**src/hw/rtl/swap_frame_allocator_assert.svh**
```systemverilog
// Assertion macros for the swap frame allocator.
`ifndef SWAP_FRAME_ALLOCATOR_ASSERT_SVH
`define SWAP_FRAME_ALLOCATOR_ASSERT_SVH
`ifndef ASSERT_OFF
`define SFA_ASSERT_IMP(lbl, clk, rst_n, ante, cons) \
    lbl: assert property (@(posedge clk) disable iff (!rst_n) (ante) |-> (cons)) \
        else $error("assertion failed");
`define SFA_ASSERT_NXT(lbl, clk, rst_n, ante, cons) \
    lbl: assert property (@(posedge clk) disable iff (!rst_n) (ante) |=> (cons)) \
        else $error("assertion failed");
`else
`define SFA_ASSERT_IMP(lbl, clk, rst_n, ante, cons)
`define SFA_ASSERT_NXT(lbl, clk, rst_n, ante, cons)
`endif
`endif

```
**src/hw/rtl/sfa_pkg.sv**
```systemverilog
`default_nettype none
package sfa_pkg;
    localparam int MAX_PARTITIONS  = 8;
    localparam int MAX_FPP         = 64;
    localparam int PROCESS_SLOTS   = 32;
    localparam int TOTAL_FRAMES    = MAX_PARTITIONS * MAX_FPP;
    localparam int WORD_W          = 64;
    localparam int NUM_WORDS       = TOTAL_FRAMES / WORD_W;
    localparam int WADDR_W         = $clog2(NUM_WORDS);
    localparam int BIT_W           = $clog2(WORD_W);
    localparam int FRAME_W         = 9;
    localparam int SLOT_W          = $clog2(PROCESS_SLOTS);
    localparam int PART_W          = 3;
    localparam int CNT_W           = 7;
    localparam int PID_W           = 16;
    localparam int PC_W            = 4;
    localparam int CFG_IDX_W       = 1;
    localparam int CFG_DATA_W      = 7;

    localparam logic [CFG_IDX_W-1:0] CFG_FPP = 1'b0;
    localparam logic [CFG_IDX_W-1:0] CFG_PC  = 1'b1;

    typedef enum logic [2:0] {
        MODE_CREATE, MODE_ALLOC, MODE_COUNT, MODE_FREE, MODE_REMOVE, MODE_EXISTS
    } t_mode;

    typedef enum logic [2:0] {
        STAT_OK, STAT_NO_SPACE, STAT_UNKNOWN_PID, STAT_NOT_OWNED, STAT_TABLE_FULL
    } t_status;

    typedef enum logic [3:0] {
        S_IDLE, S_SLOT_RD, S_SLOT_CHK, S_DISPATCH, S_SCAN_INIT, S_SCAN_RD,
        S_SCAN_EVAL, S_FREE_RD, S_FREE_CHK, S_DONE
    } t_state;

    typedef enum logic [1:0] {SCAN_COUNT, SCAN_BEST, SCAN_ALLOC} t_scan;

    typedef struct packed {
        logic [2:0]         mode;
        logic [PID_W-1:0]   pid;
        logic [FRAME_W-1:0] frame_id;
    } t_in_item;

    typedef struct packed {
        logic [2:0]         status;
        logic [FRAME_W-1:0] frame_number;
        logic [CNT_W-1:0]   free_count;
        logic [PART_W-1:0]  partition_index;
        logic               pid_found;
    } t_out_item;

    typedef struct packed {
        logic               bm_rd_en;
        logic               bm_we;
        logic [WADDR_W-1:0] bm_addr;
        logic [WORD_W-1:0]  bm_wdata;
        logic               own_rd_en;
        logic               own_we;
        logic [FRAME_W-1:0] own_addr;
        logic [PID_W-1:0]   own_wdata;
        logic               slot_rd_en;
        logic               slot_we;
        logic [SLOT_W-1:0]  slot_addr;
        logic [PID_W-1:0]   slot_wpid;
        logic [PART_W-1:0]  slot_wpart;
    } t_mem_req;

    typedef struct packed {
        logic [WORD_W-1:0]  bm_rdata;
        logic [PID_W-1:0]   own_rdata;
        logic [PID_W-1:0]   slot_rpid;
        logic [PART_W-1:0]  slot_rpart;
    } t_mem_rsp;

    function automatic logic [CNT_W-1:0] popcount_word(input logic [WORD_W-1:0] v);
        logic [CNT_W-1:0] n;
        n = '0;
        for (int i = 0; i < WORD_W; i++) begin
            n = n + CNT_W'(v[i]);
        end
        return n;
    endfunction

    function automatic logic [BIT_W-1:0] first_one(input logic [WORD_W-1:0] v);
        logic [BIT_W-1:0] idx;
        idx = '0;
        for (int i = WORD_W - 1; i >= 0; i--) begin
            if (v[i]) idx = BIT_W'(i);
        end
        return idx;
    endfunction
endpackage
`default_nettype wire

```
**src/hw/rtl/sfa_ctrl.sv**
```systemverilog
`default_nettype none
module sfa_ctrl (
    input  wire logic                         i_clk,
    input  wire logic                         i_rst_n,
    input  wire logic                         i_start,
    input  wire sfa_pkg::t_in_item            i_item,
    input  wire logic [sfa_pkg::CNT_W-1:0]    i_fpp,
    input  wire logic [sfa_pkg::PART_W-1:0]   i_last_part,
    input  wire sfa_pkg::t_mem_rsp            i_rsp,
    output sfa_pkg::t_mem_req                 o_req,
    output logic                              o_busy,
    output logic                              o_done,
    output sfa_pkg::t_out_item                o_result
);
    import sfa_pkg::*;

    t_state                r_state, n_state;
    t_scan                 r_kind, n_kind;
    t_in_item              r_item, n_item;
    logic [SLOT_W-1:0]     r_slot_idx, n_slot_idx;
    logic                  r_found, n_found;
    logic [SLOT_W-1:0]     r_hit, n_hit;
    logic [PART_W-1:0]     r_part, n_part;
    logic [PART_W-1:0]     r_cur, n_cur;
    logic [WADDR_W-1:0]    r_word, n_word;
    logic [CNT_W-1:0]      r_acc, n_acc;
    logic [CNT_W-1:0]      r_best, n_best;
    logic [PART_W-1:0]     r_bestp, n_bestp;
    t_status               r_status, n_status;
    logic [FRAME_W-1:0]    r_frame, n_frame;
    logic [CNT_W-1:0]      r_freec, n_freec;
    logic [PART_W-1:0]     r_opart, n_opart;
    logic                  r_ofound, n_ofound;
    logic [PROCESS_SLOTS-1:0] r_valid, n_valid;

    logic [FRAME_W:0]      w_start_x, w_end_x;
    logic [FRAME_W-1:0]    w_start, w_end;
    logic [WADDR_W-1:0]    w_ws, w_we;
    logic [BIT_W-1:0]      w_lo, w_hi;
    logic [WORD_W-1:0]     w_mask, w_free_bits;
    logic [CNT_W-1:0]      w_pop, w_sum;
    logic [BIT_W-1:0]      w_first;
    logic [SLOT_W-1:0]     w_free_slot;
    logic                  w_table_full;
    logic                  w_new_best;
    logic [CNT_W-1:0]      w_bb;
    logic [PART_W-1:0]     w_bp;

    always_ff @(posedge i_clk) begin
        if (!i_rst_n) begin
            r_state <= S_IDLE;
            r_valid <= '0;
        end else begin
            r_state <= n_state;
            r_valid <= n_valid;
        end
    end

    always_ff @(posedge i_clk) begin
        r_kind     <= n_kind;
        r_item     <= n_item;
        r_slot_idx <= n_slot_idx;
        r_found    <= n_found;
        r_hit      <= n_hit;
        r_part     <= n_part;
        r_cur      <= n_cur;
        r_word     <= n_word;
        r_acc      <= n_acc;
        r_best     <= n_best;
        r_bestp    <= n_bestp;
        r_status   <= n_status;
        r_frame    <= n_frame;
        r_freec    <= n_freec;
        r_opart    <= n_opart;
        r_ofound   <= n_ofound;
    end

    // span of the partition under scan
    always_comb begin
        w_start_x = (FRAME_W+1)'(r_cur) * (FRAME_W+1)'(i_fpp);
        w_end_x   = w_start_x + (FRAME_W+1)'(i_fpp) - (FRAME_W+1)'(1);
        w_start   = w_start_x[FRAME_W-1:0];
        w_end     = w_end_x[FRAME_W-1:0];
        w_ws      = w_start[FRAME_W-1:BIT_W];
        w_we      = w_end[FRAME_W-1:BIT_W];
        w_lo      = (r_word == w_ws) ? w_start[BIT_W-1:0] : '0;
        w_hi      = (r_word == w_we) ? w_end[BIT_W-1:0] : BIT_W'(WORD_W - 1);
        w_mask    = ({WORD_W{1'b1}} << w_lo) & ({WORD_W{1'b1}} >> (BIT_W'(WORD_W - 1) - w_hi));
        w_free_bits = ~i_rsp.bm_rdata & w_mask;
        w_pop     = popcount_word(w_free_bits);
        w_sum     = r_acc + w_pop;
        w_first   = first_one(w_free_bits);
        w_new_best = w_sum > r_best;
        w_bb      = w_new_best ? w_sum : r_best;
        w_bp      = w_new_best ? r_cur : r_bestp;
    end

    always_comb begin
        w_free_slot  = '0;
        w_table_full = &r_valid;
        for (int i = PROCESS_SLOTS - 1; i >= 0; i--) begin
            if (!r_valid[i]) w_free_slot = SLOT_W'(i);
        end
    end

    always_comb begin
        n_state    = r_state;
        n_kind     = r_kind;
        n_item     = r_item;
        n_slot_idx = r_slot_idx;
        n_found    = r_found;
        n_hit      = r_hit;
        n_part     = r_part;
        n_cur      = r_cur;
        n_word     = r_word;
        n_acc      = r_acc;
        n_best     = r_best;
        n_bestp    = r_bestp;
        n_status   = r_status;
        n_frame    = r_frame;
        n_freec    = r_freec;
        n_opart    = r_opart;
        n_ofound   = r_ofound;
        n_valid    = r_valid;
        o_req      = '0;

        case (r_state)
            S_IDLE: begin
                if (i_start) begin
                    n_item     = i_item;
                    n_status   = STAT_OK;
                    n_frame    = '0;
                    n_freec    = '0;
                    n_opart    = '0;
                    n_ofound   = 1'b0;
                    n_found    = 1'b0;
                    n_slot_idx = '0;
                    if (i_item.mode > MODE_EXISTS) n_state = S_DONE;
                    else n_state = S_SLOT_RD;
                end
            end
            S_SLOT_RD: begin
                o_req.slot_rd_en = 1'b1;
                o_req.slot_addr  = r_slot_idx;
                n_state = S_SLOT_CHK;
            end
            S_SLOT_CHK: begin
                if (r_valid[r_slot_idx] && i_rsp.slot_rpid == r_item.pid) begin
                    n_found = 1'b1;
                    n_hit   = r_slot_idx;
                    n_part  = i_rsp.slot_rpart;
                    n_state = S_DISPATCH;
                end else if (r_slot_idx == SLOT_W'(PROCESS_SLOTS - 1)) begin
                    n_state = S_DISPATCH;
                end else begin
                    n_slot_idx = r_slot_idx + SLOT_W'(1);
                    n_state    = S_SLOT_RD;
                end
            end
            S_DISPATCH: begin
                n_cur = r_part;
                n_acc = '0;
                if (r_found) begin
                    n_opart  = r_part;
                    n_ofound = 1'b1;
                    n_kind   = SCAN_COUNT;
                    n_state  = S_SCAN_INIT;
                    case (r_item.mode)
                        MODE_ALLOC:  n_kind = SCAN_ALLOC;
                        MODE_FREE: begin
                            n_frame = r_item.frame_id;
                            n_state = S_FREE_RD;
                        end
                        MODE_REMOVE: begin
                            n_valid[r_hit] = 1'b0;
                            n_ofound       = 1'b0;
                        end
                        default: n_kind = SCAN_COUNT;
                    endcase
                end else if (r_item.mode == MODE_CREATE) begin
                    n_kind  = SCAN_BEST;
                    n_cur   = '0;
                    n_best  = '0;
                    n_bestp = '0;
                    n_state = S_SCAN_INIT;
                end else begin
                    n_status = STAT_UNKNOWN_PID;
                    if (r_item.mode == MODE_FREE) n_frame = r_item.frame_id;
                    n_state = S_DONE;
                end
            end
            S_SCAN_INIT: begin
                n_word  = w_ws;
                n_acc   = '0;
                n_state = S_SCAN_RD;
            end
            S_SCAN_RD: begin
                o_req.bm_rd_en = 1'b1;
                o_req.bm_addr  = r_word;
                n_state = S_SCAN_EVAL;
            end
            S_SCAN_EVAL: begin
                case (r_kind)
                    SCAN_ALLOC: begin
                        if (|w_free_bits) begin
                            n_frame         = {r_word, w_first};
                            o_req.bm_we     = 1'b1;
                            o_req.bm_addr   = r_word;
                            o_req.bm_wdata  = i_rsp.bm_rdata | (WORD_W'(1) << w_first);
                            o_req.own_we    = 1'b1;
                            o_req.own_addr  = {r_word, w_first};
                            o_req.own_wdata = r_item.pid;
                            n_kind  = SCAN_COUNT;
                            n_state = S_SCAN_INIT;
                        end else if (r_word == w_we) begin
                            n_status = STAT_NO_SPACE;
                            n_kind   = SCAN_COUNT;
                            n_state  = S_SCAN_INIT;
                        end else begin
                            n_word  = r_word + WADDR_W'(1);
                            n_state = S_SCAN_RD;
                        end
                    end
                    SCAN_BEST: begin
                        n_acc = w_sum;
                        if (r_word != w_we) begin
                            n_word  = r_word + WADDR_W'(1);
                            n_state = S_SCAN_RD;
                        end else if (r_cur != i_last_part) begin
                            n_best  = w_bb;
                            n_bestp = w_bp;
                            n_cur   = r_cur + PART_W'(1);
                            n_state = S_SCAN_INIT;
                        end else begin
                            n_state = S_DONE;
                            if (w_bb == '0) begin
                                n_status = STAT_NO_SPACE;
                            end else if (w_table_full) begin
                                n_status = STAT_TABLE_FULL;
                            end else begin
                                o_req.slot_we    = 1'b1;
                                o_req.slot_addr  = w_free_slot;
                                o_req.slot_wpid  = r_item.pid;
                                o_req.slot_wpart = w_bp;
                                n_valid[w_free_slot] = 1'b1;
                                n_opart  = w_bp;
                                n_freec  = w_bb;
                                n_ofound = 1'b1;
                            end
                        end
                    end
                    default: begin
                        n_acc = w_sum;
                        if (r_word == w_we) begin
                            n_freec = w_sum;
                            n_state = S_DONE;
                        end else begin
                            n_word  = r_word + WADDR_W'(1);
                            n_state = S_SCAN_RD;
                        end
                    end
                endcase
            end
            S_FREE_RD: begin
                o_req.bm_rd_en  = 1'b1;
                o_req.bm_addr   = r_item.frame_id[FRAME_W-1:BIT_W];
                o_req.own_rd_en = 1'b1;
                o_req.own_addr  = r_item.frame_id;
                n_state = S_FREE_CHK;
            end
            S_FREE_CHK: begin
                if (i_rsp.bm_rdata[r_item.frame_id[BIT_W-1:0]] &&
                        i_rsp.own_rdata == r_item.pid) begin
                    o_req.bm_we    = 1'b1;
                    o_req.bm_addr  = r_item.frame_id[FRAME_W-1:BIT_W];
                    o_req.bm_wdata = i_rsp.bm_rdata &
                                     ~(WORD_W'(1) << r_item.frame_id[BIT_W-1:0]);
                end else begin
                    n_status = STAT_NOT_OWNED;
                end
                n_kind  = SCAN_COUNT;
                n_state = S_SCAN_INIT;
            end
            S_DONE: begin
                n_state = S_IDLE;
            end
            default: begin
                n_state = S_IDLE;
            end
        endcase
    end

    assign o_busy = (r_state != S_IDLE);
    assign o_done = (r_state == S_DONE);
    assign o_result.status          = r_status;
    assign o_result.frame_number    = r_frame;
    assign o_result.free_count      = r_freec;
    assign o_result.partition_index = r_opart;
    assign o_result.pid_found       = r_ofound;
endmodule
`default_nettype wire

```
**config.mk**
```make
export PLATFORM = sky130hd
export DESIGN_NAME = sfa_ctrl
export DESIGN_NICKNAME = d
export VERILOG_FILES = /design/src/hw/rtl/swap_frame_allocator_assert.svh /design/src/hw/rtl/sfa_pkg.sv /design/src/hw/rtl/sfa_ctrl.sv
export SDC_FILE = /design/constraint.sdc
export NUM_CORES = 1
export LEC_CHECK = 0
export ABC_CLOCK_PERIOD_IN_PS = 35000
export CORE_AREA = 2 2 173 209
export DETAILED_ROUTE_END_ITERATION = 10
export DIE_AREA = 0 0 175 211
export DONT_BUFFER_PORTS = 1
export SYNTH_ARGS = -nofsm -noshare
export SYNTH_HDL_FRONTEND = slang
export SYNTH_SLANG_ARGS = --single-unit
export TNS_END_PERCENT = 30
```
**constraint.sdc**
```tcl
create_clock -name i_clk -period 35 [get_ports i_clk]
set_input_delay 7 -clock i_clk [delete_from_list [all_inputs] [get_ports i_clk]]
set_output_delay 7 -clock i_clk [all_outputs]
set_load 0.01 [all_outputs]
```
**Yosys cells after proc, flatten, opt, wreduce, memory -nomap -nowiden**

Index checks and enable logic that the tools add are counted.

- Register bits: 126
- Input bits: 140
- Output and inout bits: 147
- Logic and storage cells: 432

- $add $sub $neg: 70
- Multipliers: 1
- Order comparisons: 8
- Equal/unequal tests: 53
- Shift-type cells: 4
- Multiplexer cells: 233
- Bitwise gates (word level): 9
- Reduce and logical (&&, ||, !) cells: 34

Operators with widths:

| operator | count |
|---|---|
| 7-bit by 1-bit adder with 7-bit output | 57 |
| 6-bit 2-to-1 mux | 66 |
| 32-bit 2-to-1 mux | 7 |
| 68-bit 2-to-1 mux | 3 |
| 64-bit bitwise AND | 3 |
| 5-bit 2-to-1 mux | 35 |
| 64-bit NOT | 2 |
| 64-bit one-hot mux with 2 select lines | 1 |
| 1-bit by 6-bit << shifter with 64-bit output (first input constant) | 2 |
| 25-bit 2-to-1 mux | 5 |
| 7-bit 2-to-1 mux | 13 |
| 3-bit 2-to-1 mux | 30 |
| 64-bit bitwise OR | 1 |
| 32-bit one-hot mux with 2 select lines | 1 |
| 64-bit OR reduction | 1 |
| 64-bit by 6-bit << shifter with 64-bit output (first input constant) | 1 |
| 64-bit by 6-bit >> shifter with 64-bit output (first input constant) | 1 |
| 7-bit one-hot mux with 2 select lines | 4 |
| 9-bit 2-to-1 mux | 6 |
| 26-bit 2-to-1 mux | 2 |
| 4-bit one-hot mux with 9 select lines | 1 |
| 32-bit bitwise AND | 1 |
| 16-bit equality test | 2 |
| 2-bit != test (second input constant) | 16 |
| 71 further kinds | 151 |

**Logic depth before layout (Yosys ltp)**

Gate-level depths: netlist of run 1.

- Word-level depth: 81
- Mapped depth: 59
- Gate-level depth less buffers: 52

**Worst setup path after synthesis of run 1**

Ideal clock, no wire load.

- Path type: input-to-output
- Start point: input port i_fpp[2] (netlist bit)
- End point: output port o_req[11] (netlist bit)
- Data arrival time: 19789 ps
- Data required time: 28000 ps
- Setup slack: 8211 ps
- Stages: 50
- Buffers on the path: 6
- Cell sequence: and2_1 fa_1 ha_1 a211oi_1 nor2_1 xnor2_1 clkbuf_1 buf_1 ha_1 inv_1 ha_1 nand4_1 nand3_1 a41oi_1 xnor2_1 xor2_1 buf_2 nand2_1 [... 14 more ...] fa_1 inv_1 ha_1 nor2b_1 o21a_1 o21a_1 o21a_1 o21a_1 o21a_1 o22a_1 clkbuf_1 mux2_2 nand4_1 o21a_1 and3_1 clkbuf_1 clkbuf_1 and3_1

RTL lines:

| what | line | RTL |
|---|---|---|
| start: declaration | sfa_ctrl.sv:7 | `input wire logic [sfa_pkg::CNT_W-1:0] i_fpp,` |
| end: declaration | sfa_ctrl.sv:10 | `output sfa_pkg::t_mem_req o_req,` |

==> flow_metrics.env, run 1 <==
export IMPL_run_status="complete, no violations"
export IMPL_ys_types=98
export IMPL_worst_pin_slew_ps=1210
export IMPL_netlist_area_mm2=0.0155
export IMPL_vias=16367
export IMPL_grt_max_degree=82
export IMPL_met2_usage_pct=70.5
export IMPL_cts_root_buffer="clkbuf_16"
export IMPL_setup_slack_ps=6120
export IMPL_cp_required_ps=28000
export IMPL_detail_route_iter0_violations=1883
export IMPL_synth_fa_ha_area_share_pct=12.5
export IMPL_cts_clk_slew_worst_paths_ps=50
export IMPL_maxSlewViolCount=0
export IMPL_ys_flop_type="edfxtp_1"
export IMPL_vias_per_cell=7.00
export IMPL_coreArea_mm2=0.0348
export IMPL_rsz0062_at_grt="false"
export IMPL_cts_tree="built"
export IMPL_synth_top_family_by_area="compound AO/OA/AOI/OAI gates"
export IMPL_synth_edf_count=90
export IMPL_arrival_ps=21880
export IMPL_crit_fanout=34
export IMPL_drive_gt1_share_pct=8.01
export IMPL_ys_ff_latch=126
export IMPL_synthMuxAreaShare_pct=5.15
export IMPL_hold_buffers=0
export IMPL_fmax_mhz=34.6
export IMPL_grtUsageTotal_pct=41.9
export IMPL_finish_utilization_pct=47.3
export IMPL_drc=0
export IMPL_synthArstFlopShare_pct=0
export IMPL_antenna_found_initial=8
export IMPL_hold_depth=2
export IMPL_grt_ovfl_total=0
export IMPL_cp_start_kind="input pin"
export IMPL_syn_num_nets=2196
export IMPL_setup_tns_ps=0
export IMPL_chipWidth_um=175
export IMPL_drt_wl_total_um=78300
export IMPL_cp_slowest_cell="o311ai_0"
export IMPL_ant_nets=0
export IMPL_synthSimpleGateAreaFrac_pct=21.0
export IMPL_maxCapViolations=0
export IMPL_fill_cells=3455
export IMPL_io_pins=287
export IMPL_crit_path_end_kind="output port"
export IMPL_hold_class="reg -> reg"
export IMPL_grt_pass1_wl_um=112000
export IMPL_syn_inst=1939
export IMPL_synth_compound_area_share_pct=28.4
export IMPL_nNetsFinal=2116
export IMPL_min_period_over_period_pct=82.5
export IMPL_busiest_layer="met2"
export IMPL_cts_htree_levels=4
export IMPL_portBuffers=0
export IMPL_cts_setup_buffers=0
export IMPL_grt_pass1_vias=15958
export IMPL_cts_buffer_depth=2
export IMPL_setup_violations=0
export IMPL_gp_congestion=1.10
export IMPL_grtUsageMet1_pct=45.8
export IMPL_cp_common_cell="fa_1"
export IMPL_die_area_mm2=0.0369
export IMPL_wl_per_cell_um=33.5
export IMPL_synthXorXnorAreaFrac_pct=3.63
export IMPL_cts_buffers=17
export IMPL_first_pass_iters=6
export IMPL_grt_use_met3_pct=10.5
export IMPL_skew_ps=9.35
export IMPL_worstRegToRegCells=45
export IMPL_die_h_um=211
export IMPL_timing_setup_critical_path_class="in -> out"
export IMPL_finalCriticalPeriod_ps=28880
export IMPL_syn_to_final_growth_pct=6.09
export IMPL_postSynthAreaPerCell_um2=8.00
export IMPL_start_util_pct=44.6
export IMPL_num_rows=75
export IMPL_seq_area_frac_synth_pct=22.1
export IMPL_clock_sinks=126
export IMPL_place_ws_ps=6330
export IMPL_max_slew_margin_rel_pct=19.0
export IMPL_hpwl_um=62800
export IMPL_clock_latency_ps=440
export IMPL_slowest_delay_ps=1060
export IMPL_ys_warnings_count=0
export IMPL_cts_resized=0
export IMPL_hold_viol=0
==> synthesized netlist by cell type (all sizes together), types with 5 or more instances <==
| library cell | number | area (µm²) |
|---|---|---|
| a2111oi | 7 | 61.3 |
| a211o | 6 | 52.6 |
| a211oi | 24 | 190 |
| a21boi | 13 | 97.6 |
| a21o | 26 | 195 |
| a21oi | 77 | 385 |
| a22o | 17 | 149 |
| a31o | 5 | 43.8 |
| a31oi | 84 | 526 |
| a41oi | 14 | 123 |
| and2 | 57 | 357 |
| and3 | 34 | 214 |
| buf | 44 | 250 |
| clkbuf | 92 | 345 |
| dfxtp | 36 | 721 |
| edfxtp | 90 | 2700 |
| fa | 63 | 1260 |
| ha | 54 | 676 |
| inv | 141 | 529 |
| mux2i | 9 | 90.1 |
| mux4 | 31 | 698 |
| nand2 | 151 | 567 |
| nand2b | 26 | 163 |
| nand3 | 47 | 235 |
| nand3b | 8 | 60.1 |
| nand4 | 24 | 150 |
| nor2 | 186 | 703 |
| nor2b | 22 | 138 |
| nor3 | 33 | 170 |
| nor3b | 7 | 52.6 |
| nor4 | 19 | 134 |
| o211ai | 40 | 300 |
| o21a | 16 | 120 |
| o21ai | 197 | 986 |
| o22a | 8 | 70.1 |
| o22ai | 5 | 31.3 |
| o311ai | 5 | 43.8 |
| o31a | 11 | 96.3 |
| o31ai | 48 | 380 |
| o41ai | 8 | 96.4 |
| or2 | 15 | 93.8 |
| or3 | 14 | 87.6 |
| xnor2 | 36 | 323 |
| xor2 | 24 | 218 |
==> state kept, by name (all words and copies together), names as in the netlist, 5 cells and up <==
signal and cells:
r_hit 5, r_freec 7, r_slot_idx 5, r_frame 9, r_item 28, r_best 7
r_acc 7, r_valid 32
==> worst max-delay path, delay by kind of cell <==
kind / cells / cell delay, ps
simple gates: 6 / 1680
buf+inv: 8 / 1240
fa+ha+maj: 16 / 7160
compound gates: 11 / 2990
xor+xnor: 4 / 1360
mux: 1 / 390
==> placed cells by master, fill, tap and decap left out, types with 16 or more instances in the layout <==
master,n
a211oi_1,21
a21o_1,26
a21oi_1,76
a22o_1,17
a31oi_1,84
and2_1,55
and3_1,33
buf_4,37
clkbuf_16,17
dfxtp_1,36
edfxtp_1,90
fa_1,63
ha_1,54
inv_1,140
mux4_2,31
nand2_1,151
nand2b_1,26
nand3_1,47
nand4_1,24
nor2_1,184
nor2b_1,22
nor3_1,32
nor4_1,17
o211ai_1,40
o21a_1,16
o21ai_0,192
o31ai_1,44
xnor2_1,34
xor2_1,21
==> worst paths after layout <==
check | from | endpoint | slack (ps)
hold / removal | r_valid[9] | r_valid[9] | 550
setup / recovery | i_fpp[2] | o_req[23] | 6120
setup reg to reg | r_cur[0] | r_status[0] | 19360
hold reg to reg | r_valid[9] | r_valid[9] | 550
==> metrics by stage <==
stage | cells | hold slack (ps) | area (µm²)
3_3_place_gp | 2302 | 526 | 15800
5_1_grt | 2337 | 574 | 16500
2_1_floorplan | 1939 | 452 | 15500
3_5_place_dp | 2302 | 538 | 15800
6_report | 2337 | 547 | 16500
4_1_cts | 2334 | 546 | 16500
==> metal layers <==
| metal | up-vias | part of all wire (%) |
|---|---|---|
| met5 | - | 0.013 |
| met1 | 7890 | 35 |
| met3 | 310 | 10 |
| met2 | 1151 | 47 |
| met4 | 2 | 8.4 |
| li1 | 7014 | - |
==> cells by family after synthesis <==
kind of cell / count (synthesis)
adders and majority gates: 117
and+or+nand+nor: 658
DFF: 126
AOI/OAI and AO/OA: 658
xor gates and xnor gates: 61
muxes: 41
buffers and inverters: 278
==> cell type report <==
class	count	area, µm²	share of cell area [%]
Clock inverter	13	168	1.02
Inverter	142	533	3.24
Sequential cell	126	3420	20.8
Tap cell	462	578	3.51
Multi-Input combinational cell	1535	11000	67.0
Clock buffer	19	443	2.69
Timing Repair Buffer	37	278	1.69
Antenna cell	3	7.51	0.0456
Power of run 1 is not shown: default switching activity piles up to over one toggle a cycle in this logic, so the estimate is an artifact.
==> run 2: changes to the inputs <==
--- a/config.mk
+++ b/config.mk
@@ -5,10 +5,11 @@
 export SDC_FILE = /design/constraint.sdc
 export NUM_CORES = 1
 export LEC_CHECK = 0
-export ABC_CLOCK_PERIOD_IN_PS = 35000
-export CORE_AREA = 2 2 173 209
+export ABC_AREA = 1
+export ABC_CLOCK_PERIOD_IN_PS = 24000
+export CORE_AREA = 2 2 171 207
 export DETAILED_ROUTE_END_ITERATION = 10
-export DIE_AREA = 0 0 175 211
+export DIE_AREA = 0 0 173 209
 export DONT_BUFFER_PORTS = 1
 export SYNTH_ARGS = -nofsm -noshare
 export SYNTH_HDL_FRONTEND = slang
==> constraint.sdc (replaced) <==
create_clock -name i_clk -period 24 [get_ports i_clk]
set_input_delay 4.8 -clock i_clk [delete_from_list [all_inputs] [get_ports i_clk]]
set_output_delay 4.8 -clock i_clk [all_outputs]
set_load 0.01 [all_outputs]
==> run 2 against run 1 <==
- routed wire length is 12% lower
- critical path depth up 19
- non-clock buffer count decreased by 15
- critical path type unchanged
- count of clock-buffer cells in the layout grew 3
==> flow_metrics.env, run 2 <==
export IMPL_yosys_cell_count_top_type="nand2_1"
export IMPL_rsz0062_at_grt="false"
export IMPL_synthTopCellsByCount="nand2_1 (547), inv_1 (400), nor2_1 (264), nand3_1 (161), o21ai_0 (148)"
export IMPL_netlist_area_mm2=0.0152
export IMPL_coreArea_mm2=0.0343
export IMPL_max_slew_margin_rel_pct=13.9
export IMPL_grt_pass1_vias=16284
export IMPL_top_register="r_valid"
export IMPL_min_period_over_period_pct=95.1
export IMPL_hpwl_um=54400
export IMPL_cts_root_buffer="clkbuf_16"
export IMPL_top_regs="r_valid: 32 flops, r_item: 28 flops, r_frame: 9 flops"
export IMPL_arrival_ps=18020
export IMPL_nNetsFinal=2542
export IMPL_cts_buffers=17
export IMPL_fmax_mhz=43.8
export IMPL_mostFrequentLayoutCells="nand2_1 (545), inv_1 (399), nor2_1 (261)"
export IMPL_seq_area_frac_synth_pct=22.5
export IMPL_die_h_um=209
export IMPL_ys_warnings_count=0
export IMPL_io_pins=287
export IMPL_chipWidth_um=173
export IMPL_ant_nets=0
export IMPL_cp_slowest_cell="fa_1"
export IMPL_cp_common_cell="inv_1"
export IMPL_first_pass_iters=6
export IMPL_synthArstFlopShare_pct=0
export IMPL_rrSetupSlack_ps=9700
export IMPL_hold_buffers=0
export IMPL_drc=0
export IMPL_crit_fanout=14
export IMPL_maxCapViolations=0
export IMPL_wl_per_cell_um=24.9
export IMPL_num_rows=75
export IMPL_crit_path_end_kind="output port"
export IMPL_grt_ovfl_total=0
export IMPL_hold_viol=0
export IMPL_final_common_cell="nand2_1"
export IMPL_vias_per_cell=5.99
export IMPL_cp_start_kind="input pin"
export IMPL_grt_pass1_wl_um=102000
export IMPL_portBuffers=0
export IMPL_slowest_delay_ps=550
export IMPL_setup_tns_ps=0
export IMPL_cts_tree="built"
export IMPL_drt_wl_total_um=68800
export IMPL_synth_top_area_share_pct=17.8
export IMPL_hold_end="r_valid[12]"
export IMPL_grt_max_degree=65
export IMPL_ys_ff_latch=126
export IMPL_hp_start="r_valid[12]"
export IMPL_critPathLaunch="i_fpp[2]"
export IMPL_syn_num_nets=2587
export IMPL_synthTopCellsByArea="edfxtp_1 (18%), nand2_1 (13%), inv_1 (9.9%), fa_1 (8.3%), nor2_1 (6.5%)"
export IMPL_ys_types=65
export IMPL_postSynthAreaPerCell_um2=6.53
export IMPL_drive_gt1_share_pct=6.48
export IMPL_synth_edf_count=90
export IMPL_cts_clk_slew_worst_paths_ps=60
export IMPL_cp_required_ps=19200
export IMPL_rr_startpoint="r_cur[2]"
export IMPL_worst_pin_slew_ps=1280
export IMPL_start_util_pct=44.3
export IMPL_cts_buffer_depth=2
export IMPL_r2r_end="r_valid[17]"
export IMPL_syn_inst=2330
export IMPL_ys_flop_type="edfxtp_1"
export IMPL_largest_register_ffs=32
export IMPL_hold_depth=2
export IMPL_skew_ps=12.4
export IMPL_setup_violations=0
export IMPL_grtUsageTotal_pct=37.6
export IMPL_clock_latency_ps=450
export IMPL_gp_congestion=1.04
export IMPL_synth_top_cell_by_area="edfxtp_1"
export IMPL_hold_class="reg -> reg"
export IMPL_syn_to_final_growth_pct=6.89
export IMPL_detail_route_iter0_violations=2004
export IMPL_clock_sinks=126
export IMPL_die_area_mm2=0.0362
export IMPL_antenna_found_initial=4
export IMPL_maxSlewViolCount=0
export IMPL_cts_htree_levels=4
export IMPL_finalCriticalPeriod_ps=22820
export IMPL_timing_setup_critical_path_class="in -> out"
export IMPL_run_status="complete, no violations"
export IMPL_vias=16541
export IMPL_worstRegToRegCells=64
## run 2: through the flow
| step | setup slack (ps) | cells | instance area, µm² | utilization, % | hold slack (ps) |
|---|---|---|---|---|---|
| 2_1_floorplan | 2190 | 2330 | 15200 | - | 424 |
| 3_3_place_gp | 934 | 2726 | 15600 | 45.5 | 497 |
| 3_5_place_dp | 701 | 2726 | 15600 | 45.5 | 508 |
| 4_1_cts | 670 | 2758 | 16200 | 47.2 | 515 |
| 5_1_grt | 115 | 2760 | 16300 | 47.4 | 542 |
| 6_report | 1180 | 2761 | 16300 | 47.4 | 517 |
## run 2: metal layers
| layer | routed length, µm | global-route usage, % |
|---|---|---|
| met1 | 24700 | 42.6 |
| met2 | 32400 | 63.8 |
| met3 | 6580 | 9.19 |
| met4 | 5050 | 23.2 |
| met5 | 38 | 0 |
## run 2: how the worst max path moves through the flow
stage	to	slack (ps)	cells after the start
after detailed placement	o_req[19]	700	59
after floorplan	o_req[20]	2190	62
after CTS	o_req[19]	670	59
final	o_req[8]	1180	65
after global routing	o_req[9]	120	65
after global placement	o_req[23]	930	60
## run 2: logic make-up after synthesis
logic type / Yosys count / synth area share, %
AOI/OAI and AO/OA: 388 / 16.2
and+or+nand+nor: 1150 / 33.5
adders and majority gates: 117 / 12.7
DFF: 126 / 22.5
buffers and inverters: 509 / 12.8
xor gates and xnor gates: 40 / 2.30
## run 2: critical path, delay by kind of cell
family          cells  cell delay, ps
compound gates      3             340
buf+inv            18            1800
simple gates       27            4040
fa+ha+maj          16            6750
xor+xnor            1             260
## run 2: timing repair
action,4_1_cts,5_1_grt
endpoints found under the hold margin,0,0
endpoints found under the setup margin,0,21
buffers inserted,0,1
resized for setup,0,12
## run 2: final cells by class
cell class | count | area [µm²]
tap | 462 | 578
clock inverter | 10 | 140
fill | 3617 | 18100
timing repair buffer | 22 | 165
multi-input combinational | 1695 | 9910
sequential | 126 | 3420
clock buffer | 22 | 454
timing repair inverter | 1 | 7.51
inverter | 422 | 1590
antenna | 1 | 2.50
Power of run 2 is left out for the same reason.
